===== src/sv/mbrtu_pkg.sv =====
package mbrtu_pkg;

  localparam int FRAME_BYTES = 64;
  localparam int ADDR_W      = $clog2(FRAME_BYTES);
  localparam int LEN_W       = $clog2(FRAME_BYTES + 1);
  localparam int QUEUE_DEPTH = 2;
  localparam int SEC_W       = 22;
  localparam int DIV_W       = 26;
  localparam int APB_ADDR_W  = 4;

  localparam logic [1:0] KIND_BYTE   = 2'd0;
  localparam logic [1:0] KIND_TICK   = 2'd1;
  localparam logic [1:0] KIND_SAMPLE = 2'd2;

  localparam logic [2:0] ST_RESP  = 3'd0;
  localparam logic [2:0] ST_SHORT = 3'd1;
  localparam logic [2:0] ST_ADDR  = 3'd2;
  localparam logic [2:0] ST_CRC   = 3'd3;
  localparam logic [2:0] ST_UNSUP = 3'd4;
  localparam logic [2:0] ST_RANGE = 3'd5;

  localparam logic [1:0] REG_SLAVE   = 2'd0;
  localparam logic [1:0] REG_SILENCE = 2'd1;
  localparam logic [1:0] REG_VREF    = 2'd2;

  localparam logic [7:0]  FN_READ_HOLDING = 8'h03;
  localparam logic [15:0] CRC_INIT        = 16'hFFFF;
  localparam logic [15:0] CRC_POLY        = 16'hA001;
  localparam logic [9:0]  MS_PER_SEC_M1   = 10'd999;
  localparam logic [10:0] ADC_FULL        = 11'd1023;
  localparam logic [LEN_W-1:0] MIN_FRAME  = LEN_W'(6);
  localparam logic [LEN_W-1:0] REQ_LEN    = LEN_W'(8);
  localparam logic [16:0] NUM_REGS        = 17'd6;

  localparam logic [7:0]  RST_SLAVE   = 8'd1;
  localparam logic [7:0]  RST_SILENCE = 8'd4;
  localparam logic [15:0] RST_VREF    = 16'd5000;

  typedef struct packed {
    logic [7:0]  slave_addr;
    logic [7:0]  silence;
    logic [15:0] vref;
  } cfg_t;

  typedef enum logic {OP_BYTE, OP_FRAME} op_t;

  typedef struct packed {
    op_t              op;
    logic [ADDR_W-1:0] wr_addr;
    logic [7:0]       data;
    logic [LEN_W-1:0] len;
    logic [15:0]      seconds;
    logic [9:0]       sample0;
    logic [9:0]       sample1;
  } job_t;

  typedef enum logic [2:0] {
    B_IDLE, B_READ, B_WAIT, B_CHECK, B_DIV, B_EMIT, B_STAT
  } back_state_t;

  function automatic logic [15:0] crc_byte(input logic [15:0] crc, input logic [7:0] b);
    logic [15:0] c;
    c = crc ^ {8'h00, b};
    for (int i = 0; i < 8; i++) begin
      c = c[0] ? ((c >> 1) ^ CRC_POLY) : (c >> 1);
    end
    return c;
  endfunction

endpackage


===== src/sv/mbrtu_fifo.sv =====
module mbrtu_fifo (
  input  logic              clk,
  input  logic              rst_n,
  input  logic              push,
  input  mbrtu_pkg::job_t   push_job,
  output logic              full,
  input  logic              pop,
  output mbrtu_pkg::job_t   pop_job,
  output logic              empty
);

  localparam int PTR_W = $clog2(mbrtu_pkg::QUEUE_DEPTH);
  localparam int CNT_W = $clog2(mbrtu_pkg::QUEUE_DEPTH + 1);

  mbrtu_pkg::job_t entry_r [mbrtu_pkg::QUEUE_DEPTH];
  logic [PTR_W-1:0] wr_ptr_r, rd_ptr_r;
  logic [CNT_W-1:0] count_r;

  assign full    = (count_r == CNT_W'(mbrtu_pkg::QUEUE_DEPTH));
  assign empty   = (count_r == '0);
  assign pop_job = entry_r[rd_ptr_r];

  always_ff @(posedge clk) begin
    if (push && !full) begin
      entry_r[wr_ptr_r] <= push_job;
    end
  end

  always_ff @(posedge clk) begin
    if (!rst_n) begin
      wr_ptr_r <= '0;
      rd_ptr_r <= '0;
      count_r  <= '0;
    end else begin
      if (push && !full) begin
        wr_ptr_r <= (wr_ptr_r == PTR_W'(mbrtu_pkg::QUEUE_DEPTH - 1)) ? '0 : wr_ptr_r + 1'b1;
      end
      if (pop && !empty) begin
        rd_ptr_r <= (rd_ptr_r == PTR_W'(mbrtu_pkg::QUEUE_DEPTH - 1)) ? '0 : rd_ptr_r + 1'b1;
      end
      count_r <= count_r + CNT_W'(push && !full) - CNT_W'(pop && !empty);
    end
  end

endmodule


===== src/sv/mbrtu_front.sv =====
module mbrtu_front (
  input  logic                clk,
  input  logic                rst_n,
  input  mbrtu_pkg::cfg_t     cfg,
  input  logic                in_valid,
  output logic                in_ready,
  input  logic [1:0]          in_kind,
  input  logic [7:0]          in_rx_byte,
  input  logic                in_adc_channel,
  input  logic [9:0]          in_adc_sample,
  output logic                push,
  output mbrtu_pkg::job_t     push_job,
  input  logic                q_full
);

  logic [mbrtu_pkg::LEN_W-1:0] len_r, len_nxt;
  logic [7:0]  idle_r, idle_nxt;
  logic [31:0] ms_r, ms_nxt;
  logic [9:0]  sub_r, sub_nxt;
  logic [mbrtu_pkg::SEC_W-1:0] sec_r, sec_nxt;
  logic [9:0]  s0_r, s0_nxt, s1_r, s1_nxt;
  logic        acc;

  assign in_ready = !q_full;
  assign acc      = in_valid && in_ready;

  always_comb begin
    len_nxt  = len_r;
    idle_nxt = idle_r;
    ms_nxt   = ms_r;
    sub_nxt  = sub_r;
    sec_nxt  = sec_r;
    s0_nxt   = s0_r;
    s1_nxt   = s1_r;
    push     = 1'b0;
    push_job.op      = mbrtu_pkg::OP_BYTE;
    push_job.wr_addr = len_r[mbrtu_pkg::ADDR_W-1:0];
    push_job.data    = in_rx_byte;
    push_job.len     = len_r;
    push_job.seconds = '0;
    push_job.sample0 = s0_r;
    push_job.sample1 = s1_r;
    if (acc) begin
      case (in_kind)
        mbrtu_pkg::KIND_BYTE: begin
          // drop bytes past capacity, still restart the silence count
          if (len_r < mbrtu_pkg::LEN_W'(mbrtu_pkg::FRAME_BYTES)) begin
            push    = 1'b1;
            len_nxt = len_r + 1'b1;
          end
          idle_nxt = '0;
        end
        mbrtu_pkg::KIND_TICK: begin
          ms_nxt = ms_r + 32'd1;
          // seconds track ms/1000, so both restart when ms wraps
          if (ms_r == 32'hFFFF_FFFF) begin
            sub_nxt = '0;
            sec_nxt = '0;
          end else if (sub_r == mbrtu_pkg::MS_PER_SEC_M1) begin
            sub_nxt = '0;
            sec_nxt = sec_r + 1'b1;
          end else begin
            sub_nxt = sub_r + 1'b1;
          end
          if (len_r != '0) begin
            if (idle_r >= cfg.silence) begin
              push             = 1'b1;
              push_job.op      = mbrtu_pkg::OP_FRAME;
              push_job.seconds = sec_nxt[15:0];
              len_nxt          = '0;
              idle_nxt         = '0;
            end else begin
              idle_nxt = idle_r + 8'd1;
            end
          end
        end
        mbrtu_pkg::KIND_SAMPLE: begin
          if (in_adc_channel) begin
            s1_nxt = in_adc_sample;
          end else begin
            s0_nxt = in_adc_sample;
          end
        end
        default: begin
        end
      endcase
    end
  end

  always_ff @(posedge clk) begin
    if (!rst_n) begin
      len_r  <= '0;
      idle_r <= '0;
      ms_r   <= '0;
      sub_r  <= '0;
      sec_r  <= '0;
      s0_r   <= '0;
      s1_r   <= '0;
    end else begin
      len_r  <= len_nxt;
      idle_r <= idle_nxt;
      ms_r   <= ms_nxt;
      sub_r  <= sub_nxt;
      sec_r  <= sec_nxt;
      s0_r   <= s0_nxt;
      s1_r   <= s1_nxt;
    end
  end

endmodule


===== src/sv/mbrtu_back.sv =====
module mbrtu_back (
  input  logic               clk,
  input  logic               rst_n,
  input  mbrtu_pkg::cfg_t    cfg,
  input  logic               q_empty,
  input  mbrtu_pkg::job_t    pop_job,
  output logic               pop,
  output logic               out_valid,
  input  logic               out_ready,
  output logic [2:0]         out_status,
  output logic [7:0]         out_tx_byte,
  output logic               out_last
);

  localparam int AW = mbrtu_pkg::ADDR_W;
  localparam int LW = mbrtu_pkg::LEN_W;
  localparam int DW = mbrtu_pkg::DIV_W;

  logic [7:0] mem [mbrtu_pkg::FRAME_BYTES];
  logic [7:0] rd_data_r;

  mbrtu_pkg::back_state_t state_r, state_nxt;
  logic [LW-1:0] idx_r, idx_nxt, len_r, len_nxt;
  logic [15:0] sec_r, sec_nxt;
  logic [9:0]  s0_r, s0_nxt, s1_r, s1_nxt;
  logic [7:0]  hdr_r [6];
  logic [15:0] crc_r, crc_nxt, rxcrc_r, rxcrc_nxt;
  logic [2:0]  stat_r, stat_nxt;
  logic [DW-1:0] div_r, div_nxt;
  logic [10:0] rem_r, rem_nxt;
  logic [15:0] quo_r, quo_nxt;
  logic [4:0]  cnt_r, cnt_nxt;
  logic        ch_r, ch_nxt;
  logic [15:0] mv0_r, mv0_nxt, mv1_r, mv1_nxt;
  logic [4:0]  k_r, k_nxt;
  logic        ov_r, ov_nxt, last_r, last_nxt;
  logic [2:0]  ostat_r, ostat_nxt;
  logic [7:0]  otx_r, otx_nxt;

  logic        out_free, hdr_we, mem_we;
  logic [15:0] start_w, qty_w, reg_w;
  logic [16:0] span_w;
  logic [4:0]  total_w, j_w;
  logic [2:0]  ri_w;
  logic [7:0]  byte_w;
  logic [DW:0] est_w;
  logic [DW-1:0] back_w, diff_w;

  assign out_free = !ov_r || out_ready;
  assign start_w  = {hdr_r[2], hdr_r[3]};
  assign qty_w    = {hdr_r[4], hdr_r[5]};
  assign span_w   = {1'b0, start_w} + {1'b0, qty_w};
  assign total_w  = 5'd5 + {1'b0, qty_w[2:0], 1'b0};
  assign j_w      = k_r - 5'd3;
  assign ri_w     = start_w[2:0] + j_w[3:1];
  // x/1023 ~ x*(1 + 2^-10 + 2^-20)/1024, low by at most one
  assign est_w    = (DW+1)'(div_r) + (DW+1)'(div_r >> 10) + (DW+1)'(div_r >> 20);
  assign back_w   = DW'({quo_r, 10'd0}) - DW'(quo_r);
  assign diff_w   = div_r - back_w;

  always_comb begin
    case (ri_w)
      3'd0:    reg_w = {6'd0, s0_r};
      3'd1:    reg_w = {6'd0, s1_r};
      3'd2:    reg_w = mv0_r;
      3'd3:    reg_w = mv1_r;
      3'd4:    reg_w = sec_r;
      default: reg_w = cfg.vref;
    endcase
  end

  always_comb begin
    if (k_r == 5'd0) begin
      byte_w = cfg.slave_addr;
    end else if (k_r == 5'd1) begin
      byte_w = mbrtu_pkg::FN_READ_HOLDING;
    end else if (k_r == 5'd2) begin
      byte_w = {qty_w[6:0], 1'b0};
    end else if (k_r == total_w - 5'd2) begin
      byte_w = crc_r[7:0];
    end else if (k_r == total_w - 5'd1) begin
      byte_w = crc_r[15:8];
    end else begin
      byte_w = j_w[0] ? reg_w[7:0] : reg_w[15:8];
    end
  end

  // next state
  always_comb begin
    state_nxt = state_r;
    case (state_r)
      mbrtu_pkg::B_IDLE: begin
        if (!q_empty && pop_job.op == mbrtu_pkg::OP_FRAME) begin
          state_nxt = (pop_job.len < mbrtu_pkg::MIN_FRAME) ? mbrtu_pkg::B_STAT
                                                            : mbrtu_pkg::B_READ;
        end
      end
      mbrtu_pkg::B_READ: state_nxt = mbrtu_pkg::B_WAIT;
      mbrtu_pkg::B_WAIT: begin
        state_nxt = (idx_r == len_r - 1'b1) ? mbrtu_pkg::B_CHECK : mbrtu_pkg::B_READ;
      end
      mbrtu_pkg::B_CHECK: begin
        if (hdr_r[0] != cfg.slave_addr || crc_r != rxcrc_r
            || hdr_r[1] != mbrtu_pkg::FN_READ_HOLDING || len_r != mbrtu_pkg::REQ_LEN
            || span_w > mbrtu_pkg::NUM_REGS) begin
          state_nxt = mbrtu_pkg::B_STAT;
        end else begin
          state_nxt = mbrtu_pkg::B_DIV;
        end
      end
      mbrtu_pkg::B_DIV: begin
        if (cnt_r == 5'd2 && ch_r) begin
          state_nxt = mbrtu_pkg::B_EMIT;
        end
      end
      mbrtu_pkg::B_EMIT: begin
        if (out_free && k_r == total_w - 5'd1) begin
          state_nxt = mbrtu_pkg::B_IDLE;
        end
      end
      mbrtu_pkg::B_STAT: begin
        if (out_free) begin
          state_nxt = mbrtu_pkg::B_IDLE;
        end
      end
      default: state_nxt = mbrtu_pkg::B_IDLE;
    endcase
  end

  // datapath and outputs
  always_comb begin
    pop       = 1'b0;
    mem_we    = 1'b0;
    hdr_we    = 1'b0;
    idx_nxt   = idx_r;
    len_nxt   = len_r;
    sec_nxt   = sec_r;
    s0_nxt    = s0_r;
    s1_nxt    = s1_r;
    crc_nxt   = crc_r;
    rxcrc_nxt = rxcrc_r;
    stat_nxt  = stat_r;
    div_nxt   = div_r;
    rem_nxt   = rem_r;
    quo_nxt   = quo_r;
    cnt_nxt   = cnt_r;
    ch_nxt    = ch_r;
    mv0_nxt   = mv0_r;
    mv1_nxt   = mv1_r;
    k_nxt     = k_r;
    ov_nxt    = ov_r && !out_ready;
    ostat_nxt = ostat_r;
    otx_nxt   = otx_r;
    last_nxt  = last_r;
    case (state_r)
      mbrtu_pkg::B_IDLE: begin
        if (!q_empty) begin
          pop = 1'b1;
          if (pop_job.op == mbrtu_pkg::OP_BYTE) begin
            mem_we = 1'b1;
          end else begin
            len_nxt  = pop_job.len;
            sec_nxt  = pop_job.seconds;
            s0_nxt   = pop_job.sample0;
            s1_nxt   = pop_job.sample1;
            idx_nxt  = '0;
            crc_nxt  = mbrtu_pkg::CRC_INIT;
            stat_nxt = mbrtu_pkg::ST_SHORT;
          end
        end
      end
      mbrtu_pkg::B_READ: begin
      end
      mbrtu_pkg::B_WAIT: begin
        hdr_we = (idx_r < mbrtu_pkg::MIN_FRAME);
        if (idx_r < len_r - LW'(2)) begin
          crc_nxt = mbrtu_pkg::crc_byte(crc_r, rd_data_r);
        end else if (idx_r == len_r - LW'(2)) begin
          rxcrc_nxt[7:0] = rd_data_r;
        end else begin
          rxcrc_nxt[15:8] = rd_data_r;
        end
        idx_nxt = idx_r + 1'b1;
      end
      mbrtu_pkg::B_CHECK: begin
        if (hdr_r[0] != cfg.slave_addr) begin
          stat_nxt = mbrtu_pkg::ST_ADDR;
        end else if (crc_r != rxcrc_r) begin
          stat_nxt = mbrtu_pkg::ST_CRC;
        end else if (hdr_r[1] != mbrtu_pkg::FN_READ_HOLDING || len_r != mbrtu_pkg::REQ_LEN) begin
          stat_nxt = mbrtu_pkg::ST_UNSUP;
        end else begin
          stat_nxt = mbrtu_pkg::ST_RANGE;
        end
        div_nxt = DW'(s0_r) * DW'(cfg.vref);
        rem_nxt = '0;
        cnt_nxt = '0;
        ch_nxt  = 1'b0;
      end
      mbrtu_pkg::B_DIV: begin
        // divide by 1023 in three steps: estimate, remainder, correct
        cnt_nxt = cnt_r + 5'd1;
        case (cnt_r)
          5'd0: quo_nxt = est_w[DW-1:10];
          5'd1: rem_nxt = diff_w[10:0];
          default: begin
            quo_nxt = (rem_r >= mbrtu_pkg::ADC_FULL) ? quo_r + 16'd1 : quo_r;
            if (!ch_r) begin
              mv0_nxt = quo_nxt;
              div_nxt = DW'(s1_r) * DW'(cfg.vref);
              rem_nxt = '0;
              cnt_nxt = '0;
              ch_nxt  = 1'b1;
            end else begin
              mv1_nxt = quo_nxt;
              k_nxt   = '0;
              crc_nxt = mbrtu_pkg::CRC_INIT;
            end
          end
        endcase
      end
      mbrtu_pkg::B_EMIT: begin
        if (out_free) begin
          ov_nxt    = 1'b1;
          ostat_nxt = mbrtu_pkg::ST_RESP;
          otx_nxt   = byte_w;
          last_nxt  = (k_r == total_w - 5'd1);
          if (k_r < total_w - 5'd2) begin
            crc_nxt = mbrtu_pkg::crc_byte(crc_r, byte_w);
          end
          k_nxt = k_r + 5'd1;
        end
      end
      mbrtu_pkg::B_STAT: begin
        if (out_free) begin
          ov_nxt    = 1'b1;
          ostat_nxt = stat_r;
          otx_nxt   = '0;
          last_nxt  = 1'b1;
        end
      end
      default: begin
      end
    endcase
  end

  always_ff @(posedge clk) begin
    if (mem_we) begin
      mem[pop_job.wr_addr] <= pop_job.data;
    end
    rd_data_r <= mem[idx_r[AW-1:0]];
    if (hdr_we) begin
      hdr_r[idx_r[2:0]] <= rd_data_r;
    end
  end

  always_ff @(posedge clk) begin
    idx_r   <= idx_nxt;
    len_r   <= len_nxt;
    sec_r   <= sec_nxt;
    s0_r    <= s0_nxt;
    s1_r    <= s1_nxt;
    crc_r   <= crc_nxt;
    rxcrc_r <= rxcrc_nxt;
    stat_r  <= stat_nxt;
    div_r   <= div_nxt;
    rem_r   <= rem_nxt;
    quo_r   <= quo_nxt;
    cnt_r   <= cnt_nxt;
    ch_r    <= ch_nxt;
    mv0_r   <= mv0_nxt;
    mv1_r   <= mv1_nxt;
    k_r     <= k_nxt;
    ostat_r <= ostat_nxt;
    otx_r   <= otx_nxt;
    last_r  <= last_nxt;
  end

  always_ff @(posedge clk) begin
    if (!rst_n) begin
      state_r <= mbrtu_pkg::B_IDLE;
      ov_r    <= 1'b0;
    end else begin
      state_r <= state_nxt;
      ov_r    <= ov_nxt;
    end
  end

  assign out_valid   = ov_r;
  assign out_status  = ostat_r;
  assign out_tx_byte = otx_r;
  assign out_last    = last_r;

`ifndef SYNTHESIS
  a_status_last: assert property (@(posedge clk) disable iff (!rst_n)
    ov_r && ostat_r != mbrtu_pkg::ST_RESP |-> last_r)
    else $error("status transaction without last");
  a_status_zero: assert property (@(posedge clk) disable iff (!rst_n)
    ov_r && ostat_r != mbrtu_pkg::ST_RESP |-> otx_r == 8'd0)
    else $error("status transaction carries a byte");
  a_emit_bound: assert property (@(posedge clk) disable iff (!rst_n)
    state_r == mbrtu_pkg::B_EMIT |-> k_r < total_w)
    else $error("response index past frame end");
  a_no_pop_busy: assert property (@(posedge clk) disable iff (!rst_n)
    state_r != mbrtu_pkg::B_IDLE |-> !pop)
    else $error("queue popped while a frame is in work");
`endif

endmodule


===== src/sv/modbus_rtu_read_slave_top.sv =====
// Modbus RTU slave answering read holding registers (function 3).
// Input channel (in_valid/in_ready): kind 0 carries a received byte,
// kind 1 a 1 ms tick, kind 2 an ADC sample for one channel. Each input
// transaction is taken in one cycle while the two-entry job queue has room.
// A tick after at least silence idle ticks ends the frame; the
// frame job then runs in the back end: a read and a wait state per stored
// byte for the CRC walk, a check state, the two millivolt divides
// (3 steps each), then one result byte per cycle while the receiver
// takes them. A request gives up to 17 response transactions
// (status 0, last on the final one); a rejected frame gives
// one status transaction instead. Bytes and samples keep flowing in
// while the back end works, until the queue fills.
// Output channel (out_valid/out_ready) holds its result while the
// receiver stalls; the back end waits, then the queue fills and in_ready
// drops. Reset clears frame length, counters, samples and configuration
// (address 1, silence 4, vref 5000). APB registers at 0x0, 0x4, 0x8.
module modbus_rtu_read_slave_top (
  input  logic        clk,
  input  logic        rst_n,
  input  logic        psel,
  input  logic        penable,
  input  logic        pwrite,
  input  logic [mbrtu_pkg::APB_ADDR_W-1:0] paddr,
  input  logic [31:0] pwdata,
  output logic [31:0] prdata,
  output logic        pready,
  input  logic        in_valid,
  output logic        in_ready,
  input  logic [1:0]  in_kind,
  input  logic [7:0]  in_rx_byte,
  input  logic        in_adc_channel,
  input  logic [9:0]  in_adc_sample,
  output logic        out_valid,
  input  logic        out_ready,
  output logic [2:0]  out_status,
  output logic [7:0]  out_tx_byte,
  output logic        out_last
);

  mbrtu_pkg::cfg_t cfg_r;
  mbrtu_pkg::job_t push_job, pop_job;
  logic push, pop, q_full, q_empty, wr_en;

  assign pready = 1'b1;
  assign wr_en  = psel && penable && pwrite;

  always_ff @(posedge clk) begin
    if (!rst_n) begin
      cfg_r.slave_addr <= mbrtu_pkg::RST_SLAVE;
      cfg_r.silence    <= mbrtu_pkg::RST_SILENCE;
      cfg_r.vref       <= mbrtu_pkg::RST_VREF;
    end else if (wr_en) begin
      case (paddr[3:2])
        mbrtu_pkg::REG_SLAVE:   cfg_r.slave_addr <= pwdata[7:0];
        mbrtu_pkg::REG_SILENCE: cfg_r.silence    <= pwdata[7:0];
        mbrtu_pkg::REG_VREF:    cfg_r.vref       <= pwdata[15:0];
        default: begin
        end
      endcase
    end
  end

  always_comb begin
    case (paddr[3:2])
      mbrtu_pkg::REG_SLAVE:   prdata = {24'd0, cfg_r.slave_addr};
      mbrtu_pkg::REG_SILENCE: prdata = {24'd0, cfg_r.silence};
      mbrtu_pkg::REG_VREF:    prdata = {16'd0, cfg_r.vref};
      default:                prdata = '0;
    endcase
  end

  mbrtu_front u_front (
    .clk            (clk),
    .rst_n          (rst_n),
    .cfg            (cfg_r),
    .in_valid       (in_valid),
    .in_ready       (in_ready),
    .in_kind        (in_kind),
    .in_rx_byte     (in_rx_byte),
    .in_adc_channel (in_adc_channel),
    .in_adc_sample  (in_adc_sample),
    .push           (push),
    .push_job       (push_job),
    .q_full         (q_full)
  );

  mbrtu_fifo u_fifo (
    .clk      (clk),
    .rst_n    (rst_n),
    .push     (push),
    .push_job (push_job),
    .full     (q_full),
    .pop      (pop),
    .pop_job  (pop_job),
    .empty    (q_empty)
  );

  mbrtu_back u_back (
    .clk         (clk),
    .rst_n       (rst_n),
    .cfg         (cfg_r),
    .q_empty     (q_empty),
    .pop_job     (pop_job),
    .pop         (pop),
    .out_valid   (out_valid),
    .out_ready   (out_ready),
    .out_status  (out_status),
    .out_tx_byte (out_tx_byte),
    .out_last    (out_last)
  );

endmodule


===== config.mk =====
export PLATFORM = sky130hd
export DESIGN_NAME = modbus_rtu_read_slave_top
export DESIGN_NICKNAME = d
export VERILOG_FILES = /design/src/sv/mbrtu_pkg.sv /design/src/sv/mbrtu_fifo.sv /design/src/sv/mbrtu_front.sv /design/src/sv/mbrtu_back.sv /design/src/sv/modbus_rtu_read_slave_top.sv
export SDC_FILE = /design/constraint.sdc
export NUM_CORES = 2
export LEC_CHECK = 0
export ABC_AREA = 1
export BUFFER_PORTS_ARGS = -buffer_cell sky130_fd_sc_hd__buf_2
export CAP_MARGIN = 20
export CORE_UTILIZATION = 60
export CTS_CLUSTER_SIZE = 16
export DETAILED_ROUTE_END_ITERATION = 10
export PLACE_DENSITY_LB_ADDON = 0.08
export SETUP_SLACK_MARGIN = 0.4
export SYNTH_ARGS = -nofsm -noshare
export SYNTH_HDL_FRONTEND = slang
export SYNTH_HIERARCHICAL = 1
export SYNTH_SLANG_ARGS = --single-unit

===== constraint.sdc =====
create_clock -name clk -period 11.81 [get_ports clk]
set_input_delay 1.181 -clock clk [delete_from_list [all_inputs] [get_ports clk]]
set_output_delay 1.181 -clock clk [all_outputs]
set_load 0.1 [all_outputs]

# After elaboration in Yosys (flattened, before gate mapping)
# Memories as Yosys holds them, arrays and structs flattened. A register that Yosys moved wholly into a read port is not among the register bits.
# Cells that the tools add are included.
[word_totals]
ram_bits = 676
inputBits = 64
ff_bits = 332
elab_cells = 320
out_inout_bits = 47
memories = 3
[mem_list]
columns = ["memory", "depth", "width", "rd", "rd_clocked_by_memory_dff", "wr", "line_no", "rtl"]
rows = [
  ["u_back.mem", 64, 8, 1, 1, 1, "mbrtu_back.sv:19", "logic [7:0] mem [mbrtu_pkg::FRAME_BYTES];"],
  ["u_fifo.entry_r", 2, 58, 1, 1, 1, "mbrtu_fifo.sv:15", "mbrtu_pkg::job_t entry_r [mbrtu_pkg::QUEUE_DEPTH];"],
  ["u_back.hdr_r", 6, 8, 6, 0, 1, "mbrtu_back.sv:26", "logic [7:0] hdr_r [6];"],
]
[op_classes]
n_mux = 114
eq_ne = 46
add_sub_neg = 25
n_reduce_logical = 61
order_cmp = 8
n_bitwise = 25
multipliers = 2
[ops]
columns = ["operator", "n"]
rows = [
  ["two-way mux 16 bit", 28],
  ["two-way mux 8 bit", 10],
  ["case mux 16 bit (5 select lines)", 1],
  ["case mux 16 bit (4 select lines)", 1],
  ["multiplier 10 x 16 -> 26 bit", 2],
  ["two-way mux 26 bit", 2],
  ["case mux 26 bit (2 select lines)", 1],
  ["NOT 2 -> 3 bit", 16],
  ["case mux 16 bit (3 select lines)", 1],
  ["two-way mux 22 bit", 2],
  ["case mux 11 bit (2 select lines)", 2],
  ["AND reduction 3 bit", 14],
  ["two-way mux 7 bit", 5],
  ["adder 32 x 1 -> 32 bit, second input constant", 1],
  ["== test 32 bit, second input constant", 1],
  ["case mux 16 bit (2 select lines)", 1],
  ["case mux 8 bit (2 select lines)", 2],
  ["bitwise XOR 16 x 8 -> 16 bit", 2],
  ["two-way mux 3 bit", 10],
  ["two-way mux 1 bit", 28],
  ["case mux 7 bit (2 select lines)", 2],
  ["adder 26 x 16 -> 26 bit", 1],
  ["adder 26 x 6 -> 26 bit", 1],
  ["two-way mux 5 bit", 5],
  ["64 further kinds", 142],
]

# Longest topological paths before layout
[logic_depth]
word_depth = 30
depth_mapped = 39

# Hierarchy
# Netlist, hierarchy kept.
[by_module_without_submodules]
columns = ["module", "area_each_um2", "cells_per_inst", "seq_area_each_um2", "instances"]
rows = [
  ["mbrtu_back", 43560.5, 4149, 22851.9, 1],
  ["mbrtu_front", 5581.6, 852, 1861.8, 1],
  ["mbrtu_fifo", 4508.1, 218, 3583.4, 1],
  ["modbus_rtu_read_slave_top", 1657.8, 259, 640.6, 1],
]

# Worst setup path before layout
# Ideal clock, no wire load.
[synth_path]
path_type = "reg2reg"
start = "register u_back.s0_r[3]"
end = "register u_back.div_r[24], data pin"
stages_incl_launch_ff = 30
setup_time_ps = 260
t_arrival_ps = 5401
slack_ps = 6149
period_less_slack_ps = 5661
t_required_ps = 11550
n_path_buf = 2
cell_sequence = "edfxtp_1 -> clkbuf_1 -> clkbuf_1 -> nand2_1 -> fa_1 -> fa_1 -> inv_1 -> ha_1 -> inv_1 -> fa_1 -> inv_1 -> fa_1 -> ha_1 -> inv_1 -> nor2_1 -> nor2_1 -> o21ai_0 -> inv_1 -> o21ai_0 -> a31oi_1 -> inv_1 -> a21o_1 -> a21oi_1 -> o21ai_0 -> nand2_1 -> nand2_1 -> a21oi_1 -> xor2_1 -> nand2_1 -> o21ai_0"
[synth_between]
elab_chain_cells = 2
[synth_rtl]
columns = ["element", "line_no", "rtl"]
rows = [
  ["from (decl)", "mbrtu_back.sv:25", "logic [9:0] s0_r, s0_nxt, s1_r, s1_nxt;"],
  ["from (signal assigned)", "mbrtu_back.sv:261", "s0_r <= s0_nxt;"],
  ["multiplier 10 x 16 -> 26 bit", "mbrtu_back.sv:195", "div_nxt = DW'(s0_r) * DW'(cfg.vref);"],
  ["case mux 26 bit (2 select lines)", "mbrtu_back.sv:155", "case (state_r)"],
  ["net u_back.div_nxt[24]", "mbrtu_back.sv:29", "logic [DW-1:0] div_r, div_nxt;"],
  ["to (signal assigned)", "mbrtu_back.sv:266", "div_r <= div_nxt;"],
  ["to (decl)", "mbrtu_back.sv:29", ""],
]
# The timed path passes the listed nets, and every way through them passes these cells.
# A chain may end at the register's enable or synchronous reset.

# Final worst setup path
[layout_path]
start = "register cfg_r[3] (netlist bit)"
end = "register u_back.div_r[23], data pin"
[layout_between]
elab_chain_cells = 4
[layout_rtl]
columns = ["element", "line_no", "rtl"]
rows = [
  ["from (decl)", "modbus_rtu_read_slave_top.sv:40", "mbrtu_pkg::cfg_t cfg_r;"],
  ["multiplier 10 x 16 -> 26 bit", "mbrtu_back.sv:210", "div_nxt = DW'(s1_r) * DW'(cfg.vref);"],
  ["two-way mux 26 bit", "mbrtu_back.sv:208", "if (!ch_r) begin"],
  ["two-way mux 26 bit", "mbrtu_back.sv:203", "case (cnt_r)"],
  ["case mux 26 bit (2 select lines) (*)", "mbrtu_back.sv:155", ""],
  ["net u_back.div_nxt[23]", "mbrtu_back.sv:29", ""],
]
# The timed path passes the listed nets; every way through them passes the cells marked *. The select of a mux whose other input is x is not followed.

==> summary.md <==
| Metric | Value |
|---|---|
| Status | `complete, no violations` |
| Max Root-Sink Buffers | `3` |
| I/O pins | `111` |
| Total CTS buffers | `101` |
| CP max stage cell | `fa_1` |
| Wire per inst | `slightly below 20 um` |
| Yosys cell types | `65` |
| Final Critical Period | `6.40 ns` |
| Worst Hold Class | `register to register` |
| Core ar. | `90,700 um^2` |
| Clock sink count | `1,011` |
| Row Count | `110` |
| Slew HR | `31.7%` |
| Initial antenna violation count | `1` |
| Worst-path clk slew | `~0.06 ns` |
| Pwr Total | `about 8.6 mW` |
| DR iter-0 viols | `3,555` |
| Worst VDD drop | `0.150 mV` |
| Clk_skew | `0.0311 ns` |
| CTS root buf | `clkbuf_16` |
| GPL Wtd Cong | `0.925` |
| Commonest non-fill, non-tap cell in the layout | `nand2_1` |
| Diode count | `0` |
| Die Y-Extent | `306 um` |
| Most frequent cells in the layout | `nand2_1, edfxtp_1, inv_1` |
| Setup bufs post-CTS | `0` |
| EDFF count, synth | `~870` |
| Most used cell, CP | `inv_1` |
| Final Setup Violations | `0` |
| Post-route DRC | `0` |
| Gr usage total | `between 20 and 30%` |
| Slowest stage delay, CP | `0.53 ns` |
| CTS tree | `yes` |
| Drt via density | `5.69` |
| GRT Residual Overflow | `0` |
| Buffers & Inverters on Critical Path | `7` |
| Kind of critical path | `register to register` |
| YS warnings | `6` |
| CP arrival | `6.81 ns` |
| Worst-path fanout max | `20` |
| WP data required | `12.22 ns` |
| Number of max-cap violations | `0` |
| Avg Inst Size Synth | `slightly above 10 um^2` |
| Pleak | `24.9 nW` |
| Vias in the first global route | `37,000` |
| Half-perimeter wire length after placement | `between 80,000 and 90,000 um` |
| Crit start category | `register` |
| Main flop type after synthesis | `edfxtp_1` |
| Clk_lat worst skew | `0.69 ns` |
| H-tree Lvls | `3` |
| Crit-path leading delay family | `adder cells` |
| Tcrit/Tclk final | `54.2%` |
| Share of layout cells above drive strength 1 | `9.07%` |
| Share of flip-flops with an asynchronous set or reset | `0%` |
| Vias | `38,600` |
| Starting Density | `61.0%` |
| Layout Nets | `6,033` |
| Fmax | `156 MHz` |
| Die W | `a little over 300 um` |
| Total negative slack | `0 ns` |
| Die footprint | `93,400 um^2` |
| Final Max Slew Viols | `0` |
| Area grow syn2layout | `8.80%` |
| Sequential area share after synthesis | `~52%` |
| Slew @ Worst Pin | `1.02 ns` |
| RSZ-0062 raised after global routing | `no` |
| PortBufs | `75` |
| Synth Register Bits | `1,011` |
| Routed WL | `134,000 um` |
| Final Hold Fails | `0` |
| CP Capture Type | `register` |
| Largest net degree at the start of global routing | `65` |
| Power per standard cell area | `143 nW/um^2` |
| DRT Pass-1 Iters | `6` |
| Mapped Cells | `5,478` |
| Cell area after synthesis | `55,300 um^2` |
| Final ANT Viol Nets | `0` |
| Resized Gates After CTS | `0` |
| CTS hold repair buffers | `0` |
| First-pass GRT wire length | `208,000 um` |
power by group:
part | switching, mW | internal (mW) | total, mW
clock | 1.36 | 1.93 | 3.29
sequential | 0.0564 | 3.95 | 4.01
combinational | 0.861 | 0.431 | 1.29
state kept, by name (all words and copies together) (netlist names), 8 cells and up, named ones only:
name,flops
cfg_r,32
u_back/crc_r,16
u_back/div_r,26
u_back/hdr_r,48
u_back/mem,512
u_back/mv0_r,16
u_back/mv1_r,16
u_back/out_tx_byte,8
u_back/quo_r,16
u_back/rd_data_r,8
u_back/rem_r,11
u_back/rxcrc_r,16
u_back/s0_r,10
u_back/s1_r,10
u_back/sec_r,16
u_fifo/entry_r,116
u_front/idle_r,8
u_front/ms_r,32
u_front/s0_r,10
u_front/s1_r,10
u_front/sec_r,16
u_front/sub_r,10
layout make-up:
| class | instances | area, um^2 |
|---|---|---|
| Clock buffer | 129 | 2740 |
| Timing Repair Buffer | 148 | 948 |
| Sequential cell | 1011 | 28900 |
| Clock inverter | 61 | 712 |
| Multi-Input combinational cell | 3501 | 22500 |
| Tap cell | 1176 | 1470 |
| Fill cell | 7032 | 30500 |
| Inverter | 751 | 2820 |
path summary, 6_finish.rpt:
kind	from	endpoint	slack [ns]	depth (start not counted)
hold / removal	u_front/s0_r[6]	u_fifo/entry_r[0][16]	0.45	0
setup / recovery	cfg_r[3]	u_back/div_r[23]	5.41	27
setup reg to reg	cfg_r[3]	u_back/div_r[23]	5.41	27
hold reg to reg	u_front/s0_r[6]	u_fifo/entry_r[0][16]	0.45	0
cells in the mapped netlist, types with 44 or more instances:
master       n  area share [%]
nand4_1     77            0.87
a21oi_1    215             1.9
clkbuf_1   159             1.1
edfxtp_1   869              47
nand3_1    230             2.1
inv_1      732             5.0
nor2_1     516             3.5
o21ai_0    208             1.9
a221oi_1    47            0.74
ha_1       228             5.2
nand2_1   1195             8.1
nand2_2     44            0.50
dfxtp_1    142             5.1
xnor2_1     63             1.0
fa_1       227             8.2
worst reg2reg max path, delay by kind of cell (launching register included):
| kind | cells | cell delay, ns |
|---|---|---|
| fa+ha+maj | 6 | 2.65 |
| compound gates | 8 | 1.69 |
| buf+inv | 7 | 0.79 |
| flops | 1 | 0.42 |
| simple gates | 5 | 0.40 |
| xor+xnor | 1 | 0.17 |
kinds of logic (layout without fill, tap and decap cells):
logic type | count (synthesis) | after routing | share of synthesized area [%]
AO/OA/AOI/OAI | 655 | 655 | 7.15
XOR/XNOR | 105 | 105 | 1.66
adder cells (fa/ha/maj) | 455 | 455 | 13.4
buffers and inverters | 981 | 1089 | 7.14
flip-flops | 1011 | 1011 | 52.3
multiplexers | 58 | 58 | 1.32
other | 2 | 17 | 0.0136
AND/OR/NAND/NOR | 2211 | 2211 | 17.0
routing by layer:
| layer | global-route usage, % | share of wire [%] |
|---|---|---|
| met4 | 8.78 | 2.8 |
| met5 | 0 | 0 |
| met2 | 47.2 | 47 |
| met1 | 40.5 | 43 |
| met3 | 4.16 | 7.5 |
per-stage QoR:
stage	cell area [um^2]	setup WS, ns	util (%)	hold slack (ns)	instances
2_1_floorplan	55400	6.15	-	0.426	5493
3_3_place_gp	56700	5.58	62.5	0.432	6585
3_5_place_dp	56700	5.47	62.5	0.441	6585
4_1_cts	60100	5.45	66.3	0.454	6775
5_1_grt	60200	4.94	66.3	0.472	6777
6_report	60200	5.41	66.3	0.452	6777
Power figures use the tool's default switching activity.
